===== src/sv/svalloc_pkg.sv =====
// Shared types, codes and helpers for the synth voice allocator.
// No dependencies; used by synth_voice_allocator.
package svalloc_pkg;

    localparam int CHIP_COUNT_DEF  = 4;
    localparam int VOICES_PER_CHIP = 6;
    localparam int KEY_W           = 7;
    // widest voice number over the supported chip counts (up to 8 chips of 6)
    localparam int MAX_VOICE_W     = 6;

    typedef enum logic [1:0] {
        ACT_NONE  = 2'd0,
        ACT_START = 2'd1,
        ACT_STOP  = 2'd2
    } action_t;

    typedef enum logic [1:0] {
        ST_IDLE,
        ST_SCAN,
        ST_COMMIT
    } state_t;

    typedef struct packed {
        logic [2:0] chip;
        logic [2:0] chan;
    } voice_loc_t;

    // voice / 6 as (v * 43) >> 8, exact for v < 48; remainder by subtraction
    function automatic voice_loc_t voice_split(input logic [MAX_VOICE_W-1:0] v);
        logic [11:0] prod;
        logic [2:0]  c;
        logic [5:0]  c6;
        logic [5:0]  rem;
        voice_loc_t  r;
        prod   = {6'd0, v} * 12'd43;
        c      = prod[10:8];
        c6     = {1'b0, c, 2'b00} + {2'b00, c, 1'b0};
        rem    = v - c6;
        r.chip = c;
        r.chan = rem[2:0];
        return r;
    endfunction

endpackage


===== src/sv/synth_voice_allocator.sv =====
// Synth voice allocator: note events in, voice assignment words out.
// Depends on svalloc_pkg (codes, voice number split).
//
// Usage:
//   Input channel s_axis: tdata carries the key, tuser the note-on flag.
//   Output channel m_axis: one word per input event; tuser carries the
//   action code, tdata the chip, channel, reload and steal information.
//   Per-voice busy and previous keys live in one synchronous RAM; a
//   valid bit per voice makes unwritten entries read as zero.
//   Each event scans every voice once through the RAM read port, then
//   the commit state writes back the chosen voice, if any, and loads the output register.
//   A new event is accepted only in the idle state, after the previous
//   event has been committed, so the scans of two events never overlap;
//   each scan is limited by the single RAM read port.
//   Reset clears the valid bits, the round-robin pointer and control state,
//   so every voice is free straight after reset; no clearing pass is needed.
//   When the receiver stalls, the result is held in the output register and
//   the next event may still be accepted and scanned; its write-back waits
//   until the held word is taken.
module synth_voice_allocator #(
    parameter int CHIP_COUNT = svalloc_pkg::CHIP_COUNT_DEF
) (
    input  logic        aclk,
    input  logic        aresetn,
    input  logic        s_axis_tvalid,
    output logic        s_axis_tready,
    input  logic [7:0]  s_axis_tdata,   // [6:0] key, [7] zero pad
    input  logic        s_axis_tuser,   // [0] note_on
    output logic        m_axis_tvalid,
    input  logic        m_axis_tready,
    output logic [15:0] m_axis_tdata,   // [2:0] chip_index, [5:3] channel_in_chip,
                                        // [6] needs_reload, [7] stole_voice,
                                        // [14:8] stolen_key, [15] zero pad
    output logic [1:0]  m_axis_tuser    // [1:0] action
);

    localparam int VOICE_COUNT = CHIP_COUNT * svalloc_pkg::VOICES_PER_CHIP;
    localparam int VW          = $clog2(VOICE_COUNT);
    localparam int CW          = $clog2(VOICE_COUNT + 1);
    localparam int KW          = svalloc_pkg::KEY_W;
    localparam int MW          = svalloc_pkg::MAX_VOICE_W;

    svalloc_pkg::state_t state_reg, state_next;

    // voice RAM: {previous_key, busy_key}
    logic [2*KW-1:0]        mem [VOICE_COUNT];
    logic [2*KW-1:0]        rdata_reg;
    logic [VOICE_COUNT-1:0] vld_reg;

    logic          on_reg;
    logic [KW-1:0] key_reg;
    logic [VW-1:0] ptr_reg, ptr_next;

    logic [CW-1:0] rd_cnt_reg;
    logic          pend_reg;
    logic [VW-1:0] pend_idx_reg;

    // scan trackers
    logic          reuse_found_reg, freehi_found_reg, freelo_found_reg, off_found_reg;
    logic [VW-1:0] reuse_idx_reg, freehi_idx_reg, freelo_idx_reg, off_idx_reg;
    logic [KW-1:0] ptr_key_reg, off_prev_reg;

    logic          issue, commit, accept;
    logic [KW-1:0] e_busy, e_prev;
    logic          last_read;

    // commit decisions
    svalloc_pkg::action_t act;
    logic [VW-1:0]   sel_v;
    logic            reload, stole;
    logic [KW-1:0]   sk;
    logic [2*KW-1:0] wdata;
    logic            mem_we;
    svalloc_pkg::voice_loc_t loc;

    logic          m_valid_reg;
    logic [15:0]   m_data_reg;
    logic [1:0]    m_user_reg;

    assign accept = s_axis_tvalid && s_axis_tready;
    assign e_busy = vld_reg[pend_idx_reg] ? rdata_reg[KW-1:0]    : '0;
    assign e_prev = vld_reg[pend_idx_reg] ? rdata_reg[2*KW-1:KW] : '0;
    assign last_read = pend_reg && (pend_idx_reg == VW'(VOICE_COUNT - 1));

    // next state
    always_comb begin
        state_next = state_reg;
        unique case (state_reg)
            svalloc_pkg::ST_IDLE:   if (s_axis_tvalid) state_next = svalloc_pkg::ST_SCAN;
            svalloc_pkg::ST_SCAN:   if (last_read) state_next = svalloc_pkg::ST_COMMIT;
            svalloc_pkg::ST_COMMIT: if (commit) state_next = svalloc_pkg::ST_IDLE;
            default:                state_next = svalloc_pkg::ST_IDLE;
        endcase
    end

    // control outputs
    always_comb begin
        s_axis_tready = 1'b0;
        issue         = 1'b0;
        commit        = 1'b0;
        unique case (state_reg)
            svalloc_pkg::ST_IDLE:   s_axis_tready = 1'b1;
            svalloc_pkg::ST_SCAN:   issue = (rd_cnt_reg < CW'(VOICE_COUNT));
            svalloc_pkg::ST_COMMIT: commit = !m_valid_reg || m_axis_tready;
            default:                s_axis_tready = 1'b0;
        endcase
    end

    // choose voice and write-back word
    always_comb begin
        act    = svalloc_pkg::ACT_NONE;
        sel_v  = '0;
        reload = 1'b0;
        stole  = 1'b0;
        sk     = '0;
        wdata  = {key_reg, key_reg};
        mem_we = 1'b0;
        if (on_reg) begin
            act    = svalloc_pkg::ACT_START;
            mem_we = commit;
            reload = 1'b1;
            priority if (reuse_found_reg) begin
                sel_v  = reuse_idx_reg;
                reload = 1'b0;
            end else if (freehi_found_reg) begin
                sel_v = freehi_idx_reg;
            end else if (freelo_found_reg) begin
                // free voice only below the pointer: the scan wrapped round
                sel_v = freelo_idx_reg;
            end else begin
                sel_v = ptr_reg;
                stole = 1'b1;
                sk    = ptr_key_reg;
            end
        end else if (off_found_reg) begin
            act    = svalloc_pkg::ACT_STOP;
            sel_v  = off_idx_reg;
            wdata  = {off_prev_reg, {KW{1'b0}}};
            mem_we = commit;
        end
    end

    assign ptr_next = (sel_v == VW'(VOICE_COUNT - 1)) ? '0 : sel_v + 1'b1;
    assign loc      = svalloc_pkg::voice_split(MW'(sel_v));

    // voice RAM
    always_ff @(posedge aclk) begin
        if (issue)
            rdata_reg <= mem[rd_cnt_reg[VW-1:0]];
        if (mem_we)
            mem[sel_v] <= wdata;
    end

    always_ff @(posedge aclk) begin
        if (!aresetn) begin
            state_reg   <= svalloc_pkg::ST_IDLE;
            vld_reg     <= '0;
            ptr_reg     <= '0;
            pend_reg    <= 1'b0;
            m_valid_reg <= 1'b0;
        end else begin
            state_reg <= state_next;
            pend_reg  <= issue;
            if (mem_we)
                vld_reg[sel_v] <= 1'b1;
            if (commit && on_reg)
                ptr_reg <= ptr_next;
            if (commit)
                m_valid_reg <= 1'b1;
            else if (m_axis_tready)
                m_valid_reg <= 1'b0;
        end
    end

    // payload and scan trackers
    always_ff @(posedge aclk) begin
        if (accept) begin
            on_reg           <= s_axis_tuser;
            key_reg          <= s_axis_tdata[KW-1:0];
            rd_cnt_reg       <= '0;
            reuse_found_reg  <= 1'b0;
            freehi_found_reg <= 1'b0;
            freelo_found_reg <= 1'b0;
            off_found_reg    <= 1'b0;
        end
        if (issue) begin
            rd_cnt_reg   <= rd_cnt_reg + 1'b1;
            pend_idx_reg <= rd_cnt_reg[VW-1:0];
        end
        if (pend_reg) begin
            if (!reuse_found_reg && e_prev == key_reg && e_busy == '0) begin
                reuse_found_reg <= 1'b1;
                reuse_idx_reg   <= pend_idx_reg;
            end
            if (!freehi_found_reg && e_busy == '0 && pend_idx_reg >= ptr_reg) begin
                freehi_found_reg <= 1'b1;
                freehi_idx_reg   <= pend_idx_reg;
            end
            if (!freelo_found_reg && e_busy == '0) begin
                freelo_found_reg <= 1'b1;
                freelo_idx_reg   <= pend_idx_reg;
            end
            if (pend_idx_reg == ptr_reg)
                ptr_key_reg <= e_busy;
            if (!off_found_reg && e_busy == key_reg) begin
                off_found_reg <= 1'b1;
                off_idx_reg   <= pend_idx_reg;
                off_prev_reg  <= e_prev;
            end
        end
        if (commit) begin
            m_user_reg <= act;
            m_data_reg <= {1'b0, sk, stole, reload, loc.chan, loc.chip};
        end
    end

    assign m_axis_tvalid = m_valid_reg;
    assign m_axis_tdata  = m_data_reg;
    assign m_axis_tuser  = m_user_reg;

    // checks
    a_ptr_range: assert property (@(posedge aclk) disable iff (!aresetn)
        ptr_reg < VW'(VOICE_COUNT - 1) || ptr_reg == VW'(VOICE_COUNT - 1))
        else $error("round-robin pointer out of range");

    a_accept_scan: assert property (@(posedge aclk) disable iff (!aresetn)
        accept |=> state_reg == svalloc_pkg::ST_SCAN)
        else $error("accepted word did not start a scan");

    a_read_in_scan: assert property (@(posedge aclk) disable iff (!aresetn)
        pend_reg |-> state_reg == svalloc_pkg::ST_SCAN)
        else $error("RAM read data outside scan");

    a_commit_out: assert property (@(posedge aclk) disable iff (!aresetn)
        commit |=> m_axis_tvalid && state_reg == svalloc_pkg::ST_IDLE)
        else $error("commit did not present a result");

endmodule


===== config.mk =====
export PLATFORM = sky130hd
export DESIGN_NAME = synth_voice_allocator
export DESIGN_NICKNAME = d
export VERILOG_FILES = /design/src/sv/svalloc_pkg.sv /design/src/sv/synth_voice_allocator.sv
export SDC_FILE = /design/constraint.sdc
export NUM_CORES = 1
export LEC_CHECK = 0
export ABC_CLOCK_PERIOD_IN_PS = 6500
export CAP_MARGIN = 25
export CORE_ASPECT_RATIO = 0.7
export CORE_MARGIN = 8
export CORE_UTILIZATION = 63
export CTS_BUF_LIST = sky130_fd_sc_hd__clkbuf_8
export CTS_CLUSTER_SIZE = 25
export DETAILED_ROUTE_END_ITERATION = 8
export DONT_BUFFER_PORTS = 1
export PLACE_DENSITY = 0.84
export SLEW_MARGIN = 20
export SYNTH_ARGS = -nofsm -noshare
export SYNTH_HDL_FRONTEND = slang
export SYNTH_SLANG_ARGS = --single-unit

===== constraint.sdc =====
create_clock -name aclk -period 6.5 [get_ports aclk]
set_input_delay 1.3 -clock aclk [delete_from_list [all_inputs] [get_ports aclk]]
set_output_delay 1.3 -clock aclk [all_outputs]
set_load 0.01 [all_outputs]

==> metrics.yaml <==
fmax_mhz: 208
cts_max_level: 2
die_w_um: 220
synth_fp_nets: 1022
ys.flop_type: "edfxtp_1"
netlist_top_cells_count: "edfxtp_1, mux4_2, nor2_1, dfxtp_1, inv_1"
finalHoldViolCount: 0
dp_hpwl_um: 22800
rows: 52
vdd_drop_max_uv: 213
die_y_um: 159
critPathArrivalTime_ns: 5.18
utilization: 0.696
coreArea_um2: 28800
postCtsSetupRepairBufs: 0
ys_seq_area_frac: 0.727
ant_nets: 0
grt_use_total: 0.229
wire_per_inst_um: 26.7
hold_buffers: 0
cts_resized: 0
synth_top_area_share: 0.687
power_mw: 5.73
firstDrtPassIters: 7
synthDistinctLibCells: 59
ys_top_cells_by_area: "edfxtp_1, mux4_2, dfxtp_1"
via_count: 9343
numClockSinks: 456
status: "completed"
clk_pin_slew_ns: 0.07
maxCapViolations: 0
syn_inst: 977
async_flop_share: 0
antenna_found_initial: 1
synth-edff-count: 419
cts_tree: "built"
timing.critical_path.to: "m_axis_tdata[5]"
clock_path_buffers: 3
via_per_inst: 6.39
fin_worst_hold_slack_ns: 0.465
grt_max_degree: 89
final_layout_size_suffix_gt1_frac: 0.213
slew_violations: 0
crit_fanout: 8
tightest_slew_ns: 0.930
largest_reg_flops: 336
r2r_cells: 17
min_from: "vld_reg[4]"
clock-root-buffer: "clkbuf_8"
mappedNetlistArea_um2: 18300
hold_path.class: "reg -> reg"
cp-end-kind: "flop"
drtIter0Drc: 1169
crit_path_start_kind: "flop"
leakage_nw: 6.70
worstPathRequired_ns: 6.88
ys_warn_count: 0
fin_crit_ns: 4.80
post-route-period-util: 0.739
critPathLaunch: "freelo_found_reg"
slew_headroom: 0.380
powerDensity_nw_per_um2: 286
setup_viol: 0
grt_overflow: 0
synth.most_common_cell: "edfxtp_1"
start_util: 0.637
grt_pass1_wl_um: 57800
r2r_end: "m_axis_tdata[5]"
cts_buffers: 60
grt_pass1_vias: 9255
syn_avg_cell_area_um2: 18.7
grt_setup_unrepaired: "no"
io-pin-count: 33
yosysTopAreaCell: "edfxtp_1"
ys_ff_latch: 456
die_area_um2: 34900
whs_path_depth: 1
drt_wl_total_um: 39000
drc: 0
portBuffers: 0
r2r_start: "freelo_found_reg"
gp_congestion: 0.851
clock_latency_ns: 0.63
finalSetupTns_ns: 0
regToRegSetupSlack_ns: 1.70
nNetsFinal: 1077
fin_skew_ns: 0.0221
num_antenna_cells: 0
syn_to_final_growth_pct: 9.30
worstSetupPathType: "reg -> reg"
worst min-delay path by stage:
stage | end | slack (ns)
after CTS | vld_reg[4] | 0.47
after global placement | vld_reg[16] | 0.44
after detailed placement | vld_reg[4] | 0.45
final | vld_reg[4] | 0.46
after floorplan | m_axis_tuser[0] | 0.42
after global routing | vld_reg[20] | 0.48
through the flow:
| stage | worst slack (ns) | std cells | instance area [µm²] |
|---|---|---|---|
| 4_1_cts | 1.76 | 1459 | 20000 |
| 3_5_place_dp | 1.81 | 1346 | 18900 |
| 6_report | 1.70 | 1461 | 20000 |
| 2_1_floorplan | 2.31 | 977 | 18300 |
| 3_3_place_gp | 1.86 | 1344 | 18900 |
| 5_1_grt | 1.46 | 1461 | 20000 |
cell families after synthesis:
group / share of synthesized area
xor+xnor: 0.00622
mux: 0.140
flops: 0.727
compound gates: 0.0428
fa+ha+maj: 0.0235
buf+inv: 0.0183
other cells: 0.000205
simple gates: 0.0415
per-layer routing:
| layer | vias to the layer above | part of all wire | track usage |
|---|---|---|---|
| met5 | - | 0.00033 | 0 |
| met4 | 2 | 0.016 | 0.0614 |
| met3 | 72 | 0.11 | 0.0560 |
| met2 | 503 | 0.46 | 0.345 |
| met1 | 4767 | 0.42 | 0.335 |
| li1 | 3999 | - | - |
final cells by class:
type                    count  area (µm²)
flip-flops and latches    456       13300
fillers                  1732        8740
multi-input cells         442        4690
clock buffers              64         881
well taps                 378         473
repair buffers             37         314
clock inverters            49         210
inverters                  35         131
power by group:
| part | internal [mW] | total, mW | leakage [nW] | switching (mW) |
|---|---|---|---|---|
| logic | 0.224 | 0.515 | 1.96 | 0.290 |
| clock network | 0.913 | 1.94 | 0.648 | 1.03 |
| registers | 3.24 | 3.28 | 4.09 | 0.0358 |
| total | 4.38 | 5.73 | 6.70 | 1.35 |
layout by cell type (no fill, tap or decap), types with 3 or more instances in the layout:
master and n:
a211oi_1 3, a221oi_1 3, a22oi_1 5, mux2i_1 29
fa_1 4, mux2_2 4, nor2_1 55, xnor2_1 11
buf_4 32, a31oi_1 7, ha_1 28, edfxtp_1 419
nand3_1 7, and2_1 22, clkinv_2 8, inv_1 58
o21ai_0 13, a21oi_1 20, o21a_1 26, mux4_2 99
nand2_1 29, clkbuf_8 64, buf_6 3, nor4_1 3
dfxtp_1 37, nand2b_1 9, a21o_1 10, nor2b_1 10
clkinv_1 15
critical path: stages (launching register included):
cell and delay (ns):
dfxtp_1 0.54, mux2i_1 0.24, o21ai_0 0.09, mux2_2 0.28, a22oi_1 0.49, inv_1 0.32, ha_1 0.40, ha_1 0.29
inv_1 0.05, fa_1 0.38, inv_1 0.06, ha_1 0.22, a31o_2 0.23, a21oi_1 0.22, xnor2_1 0.18, ha_1 0.25
xnor2_1 0.22, xnor2_1 0.10
Power figures use the tool's default switching activity.
